File: src/watlr_pkg.sv
`timescale 1ns / 1ps

package watlr_pkg;

  typedef enum logic [2:0] {
    ACT_TICK   = 3'd0,
    ACT_SAVE   = 3'd1,
    ACT_REMOVE = 3'd2,
    ACT_SET_EN = 3'd3,
    ACT_CLEAR  = 3'd4
  } action_e;

  typedef enum logic [3:0] {
    ST_IDLE,
    ST_EXEC,
    ST_SCAN_RD,
    ST_SCAN_CMP,
    ST_START_A,
    ST_START_B,
    ST_MOVE_RD,
    ST_MOVE_WR,
    ST_FINISH
  } state_e;

  // commands from the controller to the datapath
  typedef struct packed {
    logic capture;
    logic exec;
    logic scan_rd;
    logic scan_cmp;
    logic start_a;
    logic start_b;
    logic move_rd;
    logic move_wr;
    logic finish;
  } cmd_t;

  // status from the datapath to the controller
  typedef struct packed {
    logic need_scan;
    logic need_move;
    logic scan_end;
    logic scan_hit;
    logic out_busy;
  } stat_t;

  localparam logic [7:0]  FULL_LEVEL      = 8'd255;
  localparam logic [15:0] STEP_RESET      = 16'd3529;
  localparam logic [23:0] HOLD_RESET      = 24'd2400000;
  localparam logic [15:0] CHECK_RESET     = 16'd3000;
  localparam logic [15:0] MS_PER_MIN      = 16'd60000;
  // rise*60000/255 = rise*235 + floor(rise*5/17); the fraction uses 241/4096 for 1/17
  localparam logic [7:0]  RISE_INT_MULT   = 8'd235;
  localparam logic [10:0] RISE_FRAC_MULT  = 11'd1205;
  localparam int          RISE_FRAC_SHIFT = 12;
  localparam logic [7:0]  ENABLE_ON       = 8'd1;

endpackage

File: src/watlr_ctrl.sv
`timescale 1ns / 1ps

module watlr_ctrl (
  input  logic              clk_i,
  input  logic              rst_ni,
  input  logic              in_valid_i,
  output logic              in_stall_o,
  input  watlr_pkg::stat_t  stat_i,
  output watlr_pkg::cmd_t   cmd_o
);

  watlr_pkg::state_e state_q, state_d;

  always_ff @(posedge clk_i or negedge rst_ni) begin
    if (!rst_ni) begin
      state_q <= watlr_pkg::ST_IDLE;
    end else begin
      state_q <= state_d;
    end
  end

  always_comb begin
    state_d    = state_q;
    cmd_o      = '0;
    in_stall_o = 1'b1;
    case (state_q)
      watlr_pkg::ST_IDLE: begin
        in_stall_o    = 1'b0;
        cmd_o.capture = in_valid_i;
        if (in_valid_i) state_d = watlr_pkg::ST_EXEC;
      end
      watlr_pkg::ST_EXEC: begin
        cmd_o.exec = 1'b1;
        if (stat_i.need_scan)      state_d = watlr_pkg::ST_SCAN_RD;
        else if (stat_i.need_move) state_d = watlr_pkg::ST_MOVE_RD;
        else                       state_d = watlr_pkg::ST_FINISH;
      end
      watlr_pkg::ST_SCAN_RD: begin
        cmd_o.scan_rd = 1'b1;
        state_d = stat_i.scan_end ? watlr_pkg::ST_FINISH : watlr_pkg::ST_SCAN_CMP;
      end
      watlr_pkg::ST_SCAN_CMP: begin
        cmd_o.scan_cmp = 1'b1;
        state_d = stat_i.scan_hit ? watlr_pkg::ST_START_A : watlr_pkg::ST_SCAN_RD;
      end
      watlr_pkg::ST_START_A: begin
        cmd_o.start_a = 1'b1;
        state_d = watlr_pkg::ST_START_B;
      end
      watlr_pkg::ST_START_B: begin
        cmd_o.start_b = 1'b1;
        state_d = watlr_pkg::ST_FINISH;
      end
      watlr_pkg::ST_MOVE_RD: begin
        cmd_o.move_rd = 1'b1;
        state_d = watlr_pkg::ST_MOVE_WR;
      end
      watlr_pkg::ST_MOVE_WR: begin
        cmd_o.move_wr = 1'b1;
        state_d = watlr_pkg::ST_FINISH;
      end
      watlr_pkg::ST_FINISH: begin
        cmd_o.finish = 1'b1;
        // wait here while the previous result beat is still stalled
        if (!stat_i.out_busy) state_d = watlr_pkg::ST_IDLE;
      end
      default: begin
        state_d = watlr_pkg::ST_IDLE;
      end
    endcase
  end

endmodule

File: src/watlr_dp.sv
`timescale 1ns / 1ps

module watlr_dp #(
  parameter int MAX_ALARMS = 16
) (
  input  logic              clk_i,
  input  logic              rst_ni,
  input  watlr_pkg::cmd_t   cmd_i,
  output watlr_pkg::stat_t  stat_o,

  input  logic              cfg_valid_i,
  input  logic [15:0]       cfg_data_i,

  input  logic [2:0]        action_i,
  input  logic [7:0]        slot_i,
  input  logic [7:0]        enable_value_i,
  input  logic [6:0]        day_mask_i,
  input  logic [4:0]        alarm_hour_i,
  input  logic [5:0]        alarm_minute_i,
  input  logic [7:0]        rise_minutes_i,
  input  logic [7:0]        hold_minutes_i,
  input  logic [2:0]        now_weekday_i,
  input  logic [4:0]        now_hour_i,
  input  logic [5:0]        now_minute_i,

  output logic              out_valid_o,
  input  logic              out_stall_i,
  output logic [7:0]        light_level_o,
  output logic              ramp_active_o,
  output logic [7:0]        running_slot_o,
  output logic              status_o,
  output logic [7:0]        alarm_count_o
);

  localparam int AW = (MAX_ALARMS > 1) ? $clog2(MAX_ALARMS) : 1;
  localparam int BODY_W = 34;  // days, hour, minute, rise, hold
  localparam logic [8:0] MAX_EXT = 9'(MAX_ALARMS);

  // captured item
  logic [2:0] act_q;
  logic [7:0] slot_q, en_q, rise_q, hold_in_q;
  logic [6:0] days_q;
  logic [4:0] ahr_q, nhr_q;
  logic [5:0] amin_q, nmin_q;
  logic [2:0] wday_q;

  always_ff @(posedge clk_i) begin
    if (cmd_i.capture) begin
      act_q     <= action_i;
      slot_q    <= slot_i;
      en_q      <= enable_value_i;
      days_q    <= day_mask_i;
      ahr_q     <= alarm_hour_i;
      amin_q    <= alarm_minute_i;
      rise_q    <= rise_minutes_i;
      hold_in_q <= hold_minutes_i;
      wday_q    <= now_weekday_i;
      nhr_q     <= now_hour_i;
      nmin_q    <= now_minute_i;
    end
  end

  // state
  logic [15:0] check_q, check_d;
  logic [7:0]  count_q, count_d;
  logic [31:0] elapsed_q, elapsed_d;
  logic        ramp_q, ramp_d;
  logic [7:0]  level_q, level_d;
  logic [15:0] step_q, step_d;
  logic [23:0] hold_q, hold_d;
  logic [7:0]  fired_q, fired_d;
  logic        stat_q, stat_d;
  logic [7:0]  scan_idx_q, scan_idx_d;
  logic [15:0] p_int_q, p_int_d;
  logic [18:0] p_frac_q, p_frac_d;
  logic        out_valid_q, out_valid_d;

  // table memory
  logic [7:0]        en_mem [MAX_ALARMS];
  logic [BODY_W-1:0] body_mem [MAX_ALARMS];
  logic [7:0]        rd_en_q;
  logic [BODY_W-1:0] rd_body_q;
  logic              we_en, we_body, rd_req;
  logic [AW-1:0]     wr_addr, rd_addr;
  logic [7:0]        wr_en_data;
  logic [BODY_W-1:0] wr_body_data;

  always_ff @(posedge clk_i) begin
    if (we_en)   en_mem[wr_addr]   <= wr_en_data;
    if (we_body) body_mem[wr_addr] <= wr_body_data;
    if (rd_req) begin
      rd_en_q   <= en_mem[rd_addr];
      rd_body_q <= body_mem[rd_addr];
    end
  end

  logic [6:0] rd_days;
  logic [4:0] rd_hour;
  logic [5:0] rd_minute;
  logic [7:0] rd_rise, rd_hold;
  assign {rd_days, rd_hour, rd_minute, rd_rise, rd_hold} = rd_body_q;

  // decode helpers
  logic [31:0] e_inc;
  logic [8:0]  slot_ext, cnt_ext;
  logic        save_bad, rem_bad, en_bad, tick_scan;
  logic [7:0]  slot_idx, last_idx;
  logic [3:0]  wday_shift;
  logic [2:0]  day_bit;
  logic [23:0] hold_prod;
  logic [15:0] int_prod;
  logic [18:0] frac_prod;

  assign e_inc     = (elapsed_q == '1) ? elapsed_q : elapsed_q + 32'd1;
  assign slot_ext  = {1'b0, slot_q};
  assign cnt_ext   = {1'b0, count_q};
  assign save_bad  = (slot_q == 8'd0) || (slot_ext > cnt_ext + 9'd1) || (slot_ext > MAX_EXT);
  assign rem_bad   = (slot_q == 8'd0) || (slot_q > count_q) || (cnt_ext > MAX_EXT);
  assign en_bad    = (slot_q == 8'd0) || (slot_q > count_q) || (slot_ext > MAX_EXT);
  assign slot_idx  = slot_q - 8'd1;
  assign last_idx  = count_q - 8'd1;
  assign tick_scan = !ramp_q && (e_inc >= {16'd0, check_q});

  // Monday-first day index, weekday above six wraps
  assign wday_shift = {1'b0, wday_q} + 4'd6;
  assign day_bit    = (wday_shift >= 4'd7) ? 3'(wday_shift - 4'd7) : wday_shift[2:0];

  assign hold_prod = 24'(rd_hold) * 24'(watlr_pkg::MS_PER_MIN);
  assign int_prod  = 16'(rd_rise) * 16'(watlr_pkg::RISE_INT_MULT);
  assign frac_prod = 19'(rd_rise) * 19'(watlr_pkg::RISE_FRAC_MULT);

  assign stat_o.need_scan = (act_q == watlr_pkg::ACT_TICK) && tick_scan;
  assign stat_o.need_move = (act_q == watlr_pkg::ACT_REMOVE) && !rem_bad && (slot_q < count_q);
  assign stat_o.scan_end  = (scan_idx_q >= count_q) || ({1'b0, scan_idx_q} >= MAX_EXT);
  assign stat_o.scan_hit  = (rd_en_q == watlr_pkg::ENABLE_ON) && rd_days[day_bit] &&
                            (rd_hour == nhr_q) && (rd_minute == nmin_q);
  assign stat_o.out_busy  = out_valid_q && out_stall_i;

  always_comb begin
    check_d      = check_q;
    count_d      = count_q;
    elapsed_d    = elapsed_q;
    ramp_d       = ramp_q;
    level_d      = level_q;
    step_d       = step_q;
    hold_d       = hold_q;
    fired_d      = fired_q;
    stat_d       = stat_q;
    scan_idx_d   = scan_idx_q;
    p_int_d      = p_int_q;
    p_frac_d     = p_frac_q;
    out_valid_d  = out_valid_q;
    we_en        = 1'b0;
    we_body      = 1'b0;
    wr_addr      = slot_idx[AW-1:0];
    wr_en_data   = en_q;
    wr_body_data = {days_q, ahr_q, amin_q, rise_q, hold_in_q};
    rd_req       = 1'b0;
    rd_addr      = scan_idx_q[AW-1:0];

    if (cfg_valid_i) check_d = cfg_data_i;

    if (cmd_i.exec) begin
      stat_d = 1'b0;
      case (act_q)
        watlr_pkg::ACT_TICK: begin
          elapsed_d = e_inc;
          if (ramp_q) begin
            if (level_q == watlr_pkg::FULL_LEVEL) begin
              if (e_inc >= {8'd0, hold_q}) begin
                elapsed_d = '0;
                level_d   = '0;
                ramp_d    = 1'b0;
              end
            end else if (e_inc >= {16'd0, step_q}) begin
              elapsed_d = '0;
              level_d   = level_q + 8'd1;
            end
          end else if (tick_scan) begin
            elapsed_d  = '0;
            scan_idx_d = '0;
          end
        end
        watlr_pkg::ACT_SAVE: begin
          if (save_bad) begin
            stat_d = 1'b1;
          end else begin
            we_en   = 1'b1;
            we_body = 1'b1;
            if (slot_q > count_q) count_d = count_q + 8'd1;
          end
        end
        watlr_pkg::ACT_REMOVE: begin
          if (rem_bad) begin
            stat_d = 1'b1;
          end else if (slot_q == count_q) begin
            count_d = last_idx;
          end
        end
        watlr_pkg::ACT_SET_EN: begin
          if (en_bad) stat_d = 1'b1;
          else        we_en  = 1'b1;
        end
        watlr_pkg::ACT_CLEAR: begin
          count_d = '0;
        end
        default: begin
        end
      endcase
    end

    if (cmd_i.scan_rd) begin
      if (stat_o.scan_end) fired_d = '0;
      else                 rd_req  = 1'b1;
    end

    if (cmd_i.scan_cmp) begin
      if (stat_o.scan_hit) fired_d    = scan_idx_q + 8'd1;
      else                 scan_idx_d = scan_idx_q + 8'd1;
    end

    if (cmd_i.start_a) begin
      level_d  = '0;
      ramp_d   = 1'b1;
      hold_d   = hold_prod;
      p_int_d  = int_prod;
      p_frac_d = frac_prod;
    end

    if (cmd_i.start_b) begin
      step_d = p_int_q + 16'(p_frac_q >> watlr_pkg::RISE_FRAC_SHIFT);
    end

    // move the last entry into the freed slot
    if (cmd_i.move_rd) begin
      rd_req  = 1'b1;
      rd_addr = last_idx[AW-1:0];
    end

    if (cmd_i.move_wr) begin
      we_en        = 1'b1;
      we_body      = 1'b1;
      wr_en_data   = rd_en_q;
      wr_body_data = rd_body_q;
      count_d      = last_idx;
    end

    if (out_valid_q && !out_stall_i) out_valid_d = 1'b0;
    if (cmd_i.finish && !stat_o.out_busy) out_valid_d = 1'b1;
  end

  always_ff @(posedge clk_i or negedge rst_ni) begin
    if (!rst_ni) begin
      check_q     <= watlr_pkg::CHECK_RESET;
      count_q     <= '0;
      elapsed_q   <= '0;
      ramp_q      <= 1'b0;
      level_q     <= '0;
      step_q      <= watlr_pkg::STEP_RESET;
      hold_q      <= watlr_pkg::HOLD_RESET;
      fired_q     <= '0;
      stat_q      <= 1'b0;
      scan_idx_q  <= '0;
      out_valid_q <= 1'b0;
    end else begin
      check_q     <= check_d;
      count_q     <= count_d;
      elapsed_q   <= elapsed_d;
      ramp_q      <= ramp_d;
      level_q     <= level_d;
      step_q      <= step_d;
      hold_q      <= hold_d;
      fired_q     <= fired_d;
      stat_q      <= stat_d;
      scan_idx_q  <= scan_idx_d;
      out_valid_q <= out_valid_d;
    end
  end

  always_ff @(posedge clk_i) begin
    p_int_q  <= p_int_d;
    p_frac_q <= p_frac_d;
  end

  // result beat register
  logic [7:0] out_level_q, out_slot_q, out_count_q;
  logic       out_ramp_q, out_stat_q;

  always_ff @(posedge clk_i) begin
    if (cmd_i.finish && !stat_o.out_busy) begin
      out_level_q <= level_q;
      out_ramp_q  <= ramp_q;
      out_slot_q  <= fired_q;
      out_stat_q  <= stat_q;
      out_count_q <= count_q;
    end
  end

  assign out_valid_o    = out_valid_q;
  assign light_level_o  = out_level_q;
  assign ramp_active_o  = out_ramp_q;
  assign running_slot_o = out_slot_q;
  assign status_o       = out_stat_q;
  assign alarm_count_o  = out_count_q;

  a_level_needs_ramp: assert property (@(posedge clk_i) disable iff (!rst_ni)
    level_q != 8'd0 |-> ramp_q)
    else $error("light level nonzero outside a ramp");

  a_ramp_has_slot: assert property (@(posedge clk_i) disable iff (!rst_ni)
    ramp_q |-> fired_q != 8'd0)
    else $error("ramp running without a fired slot");

  a_count_bound: assert property (@(posedge clk_i) disable iff (!rst_ni)
    cnt_ext <= MAX_EXT)
    else $error("alarm count beyond table size");

  a_move_after_read: assert property (@(posedge clk_i) disable iff (!rst_ni)
    cmd_i.move_wr |-> $past(cmd_i.move_rd))
    else $error("entry move written without a preceding read");

endmodule

File: src/weekly_alarm_table_with_light_ramp.sv
`timescale 1ns / 1ps

// Weekly alarm table with a sunrise light ramp. Items arrive one at a time on a
// valid/stall channel and each produces one result beat; action 0 is a 1 ms tick,
// actions 1 to 4 edit the table (save or append, remove by moving the last entry,
// set enable, clear all). A table edit or a tick passes through EXEC and FINISH
// after acceptance; a remove that moves an entry also passes through MOVE_RD and
// MOVE_WR. A tick that scans the table passes through SCAN_RD and SCAN_CMP for
// each entry examined, then START_A and START_B when an alarm fires, since the
// table memory has a single read port (each entry is read, then compared). A
// stalled result beat holds the controller in its final state until taken. The
// check-interval register may be written at any time the block is idle; cfg_ready_o
// is always high. Table contents are undefined until saved.
module weekly_alarm_table_with_light_ramp #(
  parameter int MAX_ALARMS = 16
) (
  input  logic        clk_i,
  input  logic        rst_ni,

  input  logic        cfg_valid_i,
  output logic        cfg_ready_o,
  input  logic [15:0] cfg_data_i,

  input  logic        in_valid_i,
  output logic        in_stall_o,
  input  logic [2:0]  action_i,
  input  logic [7:0]  slot_i,
  input  logic [7:0]  enable_value_i,
  input  logic [6:0]  day_mask_i,
  input  logic [4:0]  alarm_hour_i,
  input  logic [5:0]  alarm_minute_i,
  input  logic [7:0]  rise_minutes_i,
  input  logic [7:0]  hold_minutes_i,
  input  logic [2:0]  now_weekday_i,
  input  logic [4:0]  now_hour_i,
  input  logic [5:0]  now_minute_i,

  output logic        out_valid_o,
  input  logic        out_stall_i,
  output logic [7:0]  light_level_o,
  output logic        ramp_active_o,
  output logic [7:0]  running_slot_o,
  output logic        status_o,
  output logic [7:0]  alarm_count_o
);

  watlr_pkg::cmd_t  cmd;
  watlr_pkg::stat_t stat;

  assign cfg_ready_o = 1'b1;

  watlr_ctrl u_ctrl (
    .clk_i      (clk_i),
    .rst_ni     (rst_ni),
    .in_valid_i (in_valid_i),
    .in_stall_o (in_stall_o),
    .stat_i     (stat),
    .cmd_o      (cmd)
  );

  watlr_dp #(
    .MAX_ALARMS (MAX_ALARMS)
  ) u_dp (
    .clk_i          (clk_i),
    .rst_ni         (rst_ni),
    .cmd_i          (cmd),
    .stat_o         (stat),
    .cfg_valid_i    (cfg_valid_i),
    .cfg_data_i     (cfg_data_i),
    .action_i       (action_i),
    .slot_i         (slot_i),
    .enable_value_i (enable_value_i),
    .day_mask_i     (day_mask_i),
    .alarm_hour_i   (alarm_hour_i),
    .alarm_minute_i (alarm_minute_i),
    .rise_minutes_i (rise_minutes_i),
    .hold_minutes_i (hold_minutes_i),
    .now_weekday_i  (now_weekday_i),
    .now_hour_i     (now_hour_i),
    .now_minute_i   (now_minute_i),
    .out_valid_o    (out_valid_o),
    .out_stall_i    (out_stall_i),
    .light_level_o  (light_level_o),
    .ramp_active_o  (ramp_active_o),
    .running_slot_o (running_slot_o),
    .status_o       (status_o),
    .alarm_count_o  (alarm_count_o)
  );

endmodule

File: config.mk
export PLATFORM = sky130hd
export DESIGN_NAME = weekly_alarm_table_with_light_ramp
export DESIGN_NICKNAME = d
export VERILOG_FILES = /design/src/watlr_pkg.sv /design/src/watlr_ctrl.sv /design/src/watlr_dp.sv /design/src/weekly_alarm_table_with_light_ramp.sv
export SDC_FILE = /design/constraint.sdc
export NUM_CORES = 2
export LEC_CHECK = 0
export ABC_AREA = 1
export BUFFER_PORTS_ARGS = -buffer_cell sky130_fd_sc_hd__buf_4
export CAP_MARGIN = 5
export CORE_MARGIN = 10
export CORE_UTILIZATION = 57
export CTS_CLUSTER_DIAMETER = 30
export CTS_CLUSTER_SIZE = 10
export DETAILED_ROUTE_END_ITERATION = 12
export MAX_ROUTING_LAYER = met4
export PLACE_DENSITY = 0.87
export SLEW_MARGIN = 20
export SYNTH_ARGS = -nofsm -noshare
export SYNTH_HDL_FRONTEND = slang
export SYNTH_SLANG_ARGS = --single-unit
File: constraint.sdc
create_clock -name clk_i -period 5.4 [get_ports clk_i]
set_input_delay 0 -clock clk_i [delete_from_list [all_inputs] [get_ports clk_i]]
set_output_delay 0 -clock clk_i [all_outputs]
set_load 0.05 [all_outputs]
# --- Word level (Yosys, flattened, before mapping) ---
# Memory sizes are Yosys's and may differ from the RTL's. A register that Yosys moved wholly into a read port is not among the register bits.
# Cells that the tools add are included.
totals:
  regBits: 250
  ram_bits: 672
  in_bits: 88
  out_inout_bits: 29
  wordCells: 198
  n_memories: 2
op_classes:
  add_sub_neg: 10
  mul: 3
  n_lt_le_gt_ge: 12
  eq_ne: 25
  n_mux: 80
  n_reduce_logical: 36
mem_list:
  columns: ["memory", "depth", "width", "read_ports", "rd_clocked_by_memory_dff", "write_ports", "line", "source"]
  rows:
  - ["u_dp.body_mem", 16, 34, 1, 1, 1, "watlr_dp.sv:80", "logic [BODY_W-1:0] body_mem [MAX_ALARMS];"]
  - ["u_dp.en_mem", 16, 8, 1, 1, 1, "watlr_dp.sv:79", "logic [7:0] en_mem [MAX_ALARMS];"]
ops:
  columns: ["op", "count"]
  rows:
  - ["$mux W32", 6]
  - ["$mux W8", 24]
  - ["$ge A32 B16 Y1", 2]
  - ["$mul A8 B11 Y19 const B", 2]
  - ["$mux W1", 36]
  - ["$mux W34", 1]
  - ["$add A32 B1 Y32 const B", 1]
  - ["$eq A32 B32 Y1 const B", 1]
  - ["$ge A32 B24 Y1", 1]
  - ["$pmux W4 S8", 1]
  - ["$add A8 B1 Y8 const B", 3]
  - ["$mux W4", 6]
  - ["$pmux W8 S3", 1]
  - ["$add A16 B7 Y16", 1]
  - ["$eq A4 B3 Y1 const B", 4]
  - ["$gt A8 B5 Y1 const B", 2]
  - ["$mul A8 B8 Y16 const B", 1]
  - ["$ne A3 B3 Y1 const B", 4]
  - ["$logic_and A1 B1 Y1", 10]
  - ["$reduce_bool A2 Y1", 5]
  - ["$add A8 B1 Y9 const B", 1]
  - ["$gt A8 B9 Y1", 1]
  - ["$eq A4 B2 Y1 const B", 2]
  - ["$eq A8 B1 Y1 const B", 1]
  - ["36 further kinds", 49]

# --- Longest topological paths before layout ---
logic_depth:
  depth_word: 10
  depth_mapped: 28
  depth_no_buf: 26

# --- Modules after synthesis ---
# Synthesis repeated with hierarchy kept, for this count alone.
hier_totals:
  cells_unflattened: 4029
  area_unflattened_um2: 45232.1
modules_own_cells:
  columns: ["module", "n_inst", "cells_each", "area_each_um2", "seq_area_each_um2"]
  rows:
  - ["watlr_dp", 1, 3976, 44819.2, 27904.3]
  - ["watlr_ctrl", 1, 51, 401.6, 100.1]
  - ["weekly_alarm_table_with_light_ramp", 1, 2, 11.3, 0.0]

# --- Worst setup path before layout ---
# Ideal clock, no wire load.
synth_path:
  path_type: "reg2reg"
  start: "reg u_dp.count_q[2]"
  end: "mem u_dp.body_mem[15][0], enable pin"
  setup_ns: 0.468
  arrival_time_ns: 4.766
  required_ns: 4.932
  slack_ns: 0.167
  path_stages_with_launch: 15
  n_path_buf: 1
  synth_period_minus_slack_ns: 5.233
  cell_sequence: "dfrtp_1 clkbuf_2 inv_1 nor3_1 nand3_1 nor3_1 xor2_1 ha_1 nand3_1 or3_1 nand3_1 nand2_1 o21ai_0 clkinv_1 nor3_1"
synth_via:
  elab_chain_cells: 10
synth_lines:
  columns: ["element", "line", "source"]
  rows:
  - ["start: declaration", "watlr_dp.sv:65", "logic [7:0] count_q, count_d;"]
  - ["start signal: assignment", "watlr_dp.sv:267", "count_q <= count_d;"]
  - ["$add A8 B1 Y9", "watlr_dp.sv:117", "assign save_bad = (slot_q == 8'd0) || (slot_ext > cnt_ext + 9'd1) || (slot_ext > MAX_EXT);"]
  - ["$gt A8 B9 Y1", "watlr_dp.sv:117", null]
  - ["$logic_or A1 B1 Y1 (2 in series)", "watlr_dp.sv:117", null]
  - ["$mux W1", "watlr_dp.sv:185", "if (save_bad) begin"]
  - ["$mux W1", "watlr_dp.sv:165", "case (act_q)"]
  - ["$mux W1", "watlr_dp.sv:163", "if (cmd_i.exec) begin"]
  - ["$mux W1", "watlr_dp.sv:240", "if (cmd_i.move_wr) begin"]
  - ["$mux W1", "watlr_dp.sv:90", "if (we_body) body_mem[wr_addr] <= wr_body_data;"]
  - ["$mux W1 (not written as such)", "watlr_dp.sv:90", null]
  - ["end: declaration", "watlr_dp.sv:80", null]
# No other way between the ends.

# --- Worst setup path in the final report ---
layout_path:
  start: "reg u_dp.count_q[0]"
  end: "mem u_dp.en_mem[14][2], enable pin"
layout_via:
  elab_chain_cells: 10
  elab_cells_between_ends: 14
  cone_classes: "1 x add/sub; 2 x order compare; 7 x mux; 4 x reduce/logical"
layout_lines:
  columns: ["element", "line", "source"]
  rows:
  - ["$add A8 B1 Y9", "watlr_dp.sv:117", null]
  - ["$gt A8 B9 Y1", "watlr_dp.sv:117", null]
  - ["$logic_or A1 B1 Y1 (2 in series)", "watlr_dp.sv:117", null]
  - ["$mux W1", "watlr_dp.sv:185", null]
  - ["$pmux W1 S2 *", "watlr_dp.sv:165", null]
  - ["$mux W1 *", "watlr_dp.sv:163", null]
  - ["$mux W1 *", "watlr_dp.sv:240", null]
  - ["$mux W1 *", "watlr_dp.sv:89", "if (we_en) en_mem[wr_addr] <= wr_en_data;"]
  - ["$mux W1 (not written as such) *", "watlr_dp.sv:89", null]
  - ["end: declaration", "watlr_dp.sv:79", null]
# Mark *: on every way between the ends. The rest lies on a longest branch, timed or not.

==> summary.txt <==
sink count of the clock tree: 952
initial antenna violation count: 3
setup_tns: 0 ns
initial cell density of the core: 57.2%
met3 wire len: 13700 um
I/O pin cnt: 117
placer's final routability congestion estimate: 0.910
met1 layer wirelength in the final routing: 43500 um
placed instance area: 47300 um2
critical path, cell by cell: inv_1 > nor3_1 > nand3_1 > nor3_1 > xor2_1 > ha_1 > nand3_1 > or3_1 > nand3_1 > nand2_1 > o21ai_0 > clkinv_1 > buf_4 > o21ai_2 > nand2_1 > inv_1
area of the multi-input gates: 15200 um2
worst hold margin: 0.0351 ns
global-route wire length before repair: 192000 um
fillers: 4751
Non-Filler Instances: 5485
number of instances in the synthesized netlist: 3963
cell row count: 103
number of endpoints with negative hold slack in the final report: 0
post-route clock skew: 0.0558 ns
remaining antenna violation count after routing: 0
Worst-path clk slew: 0.05 ns
most common library cell in the layout ignoring fill and taps: sky130_fd_sc_hd__edfxtp_1
portion of the clock cycle consumed by the worst path in the final layout: 84.7%
routed via count divided by cell count: 6.17
area of all sequential standard cells: 28000 um2
classification of the worst setup path: flop to flop
FF+latch count, synth: 952
arrival time reported for the critical path endpoint: 4.96 ns
final setup violating endpoints: 0
startpoint kind of the worst setup timing path: flop
synthesis-to-layout area growth: 20.8%
post-detailed-route DRC marker count: 0
wire length on met2: 60900 um
total power density per cell area: 455 nW/um2
initial detailed-routing violation count: 4521
leading register cell type out of synthesis: sky130_fd_sc_hd__edfxtp_1
count of instances resized after the clock tree is built: 0
worst hold path stage count: 2
dpl hpwl: 64700 um
critical path endpoint category: flop
max incr delay on CP: 0.58 ns
status: finished clean
number of flops mapped to enable cells by yosys: 830
ratio of cells with drive above 1 in the final layout: 12.4%
chip width: 301 um
GRT Total Usage: 27.9%
Max clock buf depth: 3
cts bufs inserted: 157
final WL: 124000 um
routed wire length per instance: 22.6 um
clock tree from TritonCTS: done
vertical die dimension: 301 um
Mapped Nets: 4333
peak clock frequency supported by timing: 219 MHz
GRT overflow: 0
placed instance count: 5022
end point of the worst hold path: u_dp.hold_in_q[4]$_DFFE_PP_
Static Leak: 21.2 nW
CTS root buf: sky130_fd_sc_hd__clkbuf_16
minimum setup slack in the final design: 0.828 ns
first-pass iteration count of the detailed router: 8
reported max-cap violation count: 0
R2R Setup Slk: 0.83 ns
Clock Latency Late Sink: 0.77 ns
commonest cells after routing, fill and taps aside: sky130_fd_sc_hd__edfxtp_1, sky130_fd_sc_hd__nand2_1, sky130_fd_sc_hd__nor2_1
Slew @ Worst Pin: 1.14 ns
pre-CTS WS: 0.868 ns
Final Slew Violations: 0
vias after detailed routing: 33800
highest net fanout along the worst path: 17
depth of the most critical reg-to-reg path: 16
class of the worst hold path: primary input to flop
Synthesis Warnings: 0
area enclosed by the die boundary: 90700 um2
number of library cell types mapped by synthesis: 57
slowest cell on the critical path: sky130_fd_sc_hd__dfrtp_1
Finished Cell Area: 54400 um2
nets@finish: 4686
final critical path time including I/O delays and setup: 4.57 ns
worst hold path startpoint: hold_minutes_i[4]
maximum number of pins on one net before global-route repair: 195
relative slew slack: 24.0%
depth of the CTS H-tree: 4
highest routing layer actually used: met4
sequential cell area fraction in the yosys report: 62.1%
setup repair after global routing missed its margin: false
Synth Cell Area: 45100 um2
core region area: 78700 um2
Peak VDD IR: 0.502 mV
synthesized area divided by synthesized cell count: 11.4 um2
terminus of the critical flop-to-flop path: u_dp.en_mem[14][2]$_DFFE_PP_
PortBufs: 115
async set-or-reset flop fraction in the synthesized netlist: 12.8%
CP dominant cell by count: sky130_fd_sc_hd__nand3_1
vias in the first global route: 34100
FF-to-FF Start: u_dp.count_q[0]$_DFFE_PN0P_
data required time at the worst endpoint: 5.79 ns
-- synth_stat cells (59+ instances only) --
cell / n / area share [%]
sky130_fd_sc_hd__edfxtp_1: 830 / 55
sky130_fd_sc_hd__nand2_1: 533 / 4.4
sky130_fd_sc_hd__nor2_1: 482 / 4.0
sky130_fd_sc_hd__o21ai_0: 445 / 4.9
sky130_fd_sc_hd__inv_1: 350 / 2.9
sky130_fd_sc_hd__ha_1: 223 / 6.2
sky130_fd_sc_hd__nand3_1: 158 / 1.8
sky130_fd_sc_hd__clkbuf_1: 138 / 1.1
sky130_fd_sc_hd__o221ai_1: 128 / 2.5
sky130_fd_sc_hd__dfrtp_1: 100 / 5.6
sky130_fd_sc_hd__a21oi_1: 87 / 0.97
sky130_fd_sc_hd__fa_1: 59 / 2.6
-- worst max-delay path by stage --
stage	start	to	slack (ns)
3_3_place_gp	u_dp.rd_body_q[9]$_DFFE_PP_	u_dp.p_int_q[14]$_DFFE_PP_	1.02
2_1_floorplan	u_dp.count_q[2]$_DFFE_PN0P_	u_dp.body_mem[15][0]$_DFFE_PP_	0.17
5_1_grt	u_dp.rd_body_q[9]$_DFFE_PP_	u_dp.p_int_q[14]$_DFFE_PP_	0.56
6_report	u_dp.count_q[0]$_DFFE_PN0P_	u_dp.en_mem[14][2]$_DFFE_PP_	0.83
4_1_cts	u_dp.rd_body_q[15]$_DFFE_PP_	u_dp.p_frac_q[18]$_DFFE_PP_	0.86
3_5_place_dp	u_dp.rd_body_q[9]$_DFFE_PP_	u_dp.p_int_q[14]$_DFFE_PP_	0.87
-- what timing repair did --
item,CTS,global route
hold endpoints to repair,202,0
setup buffers,0,0
hold buffers,185,0
-- area by class of cell --
class	instances	share of cell area (%)
diodes	2	0.00920
multi-input cells	2475	27.9
inverters	359	2.50
flip-flops and latches	952	51.5
repair buffers	371	6.07
clock buffers	176	7.41
well taps	1050	2.41
clock inverters	100	2.28
-- metrics by stage --
stage	power [mW]	util, %
final	24.7	69.1
after global routing	25.7	69.1
after CTS	24.6	69.1
after detailed placement	14.5	60.0
after global placement	14.2	60.0
after floorplan	13.0	-
-- kinds of logic after synthesis --
logic type      synth area share [%]
compound gates                  10.4
xor+xnor                        1.52
fa+ha+maj                       8.81
buf+inv                         4.62
flops                           62.1
mux                           0.0250
other cells                  0.00832
simple gates                    12.4
-- layer usage --
metal	vias to the layer above	global-route usage [%]
li1	14800	-
met1	16100	32.6
met2	2466	45.4
met3	523	6.21
met4	0	13.4
met5	-	-
-- power by group --
part           internal, mW  switching, mW
logic                  1.75           4.02
clock network          6.17           3.75
registers              8.79          0.274
total                  16.7           8.04
-- sequential cells by signal (all words and copies together), names as in the netlist, 7 cells and up --
register / flops
u_dp.hold_in_q: 8
u_dp.alarm_count_o: 8
u_dp.p_int_q: 15
u_dp.rd_body_q: 34
u_dp.slot_q: 8
u_dp.en_q: 8
u_dp.body_mem: 544
u_dp.elapsed_q: 32
u_dp.count_q: 8
u_dp.level_q: 8
u_dp.running_slot_o: 8
u_dp.en_mem: 128
u_dp.p_frac_q: 8
u_dp.check_q: 16
u_dp.step_q: 16
u_dp.fired_q: 8
u_dp.scan_idx_q: 8
u_dp.light_level_o: 8
u_dp.rise_q: 8
u_dp.rd_en_q: 8
u_dp.days_q: 7
u_dp.hold_q: 19
-- critical path: cells and delay by family, from the launching register on --
kind                     cells  cell delay (ns)
AO/OA/AOI/OAI                2             0.57
XOR/XNOR                     1             0.13
adder cells (fa/ha/maj)      1             0.33
buffers and inverters        4             0.97
flip-flops                   1             0.58
AND/OR/NAND/NOR              8             1.61
No activity file was read; power rests on OpenSTA's default activity.
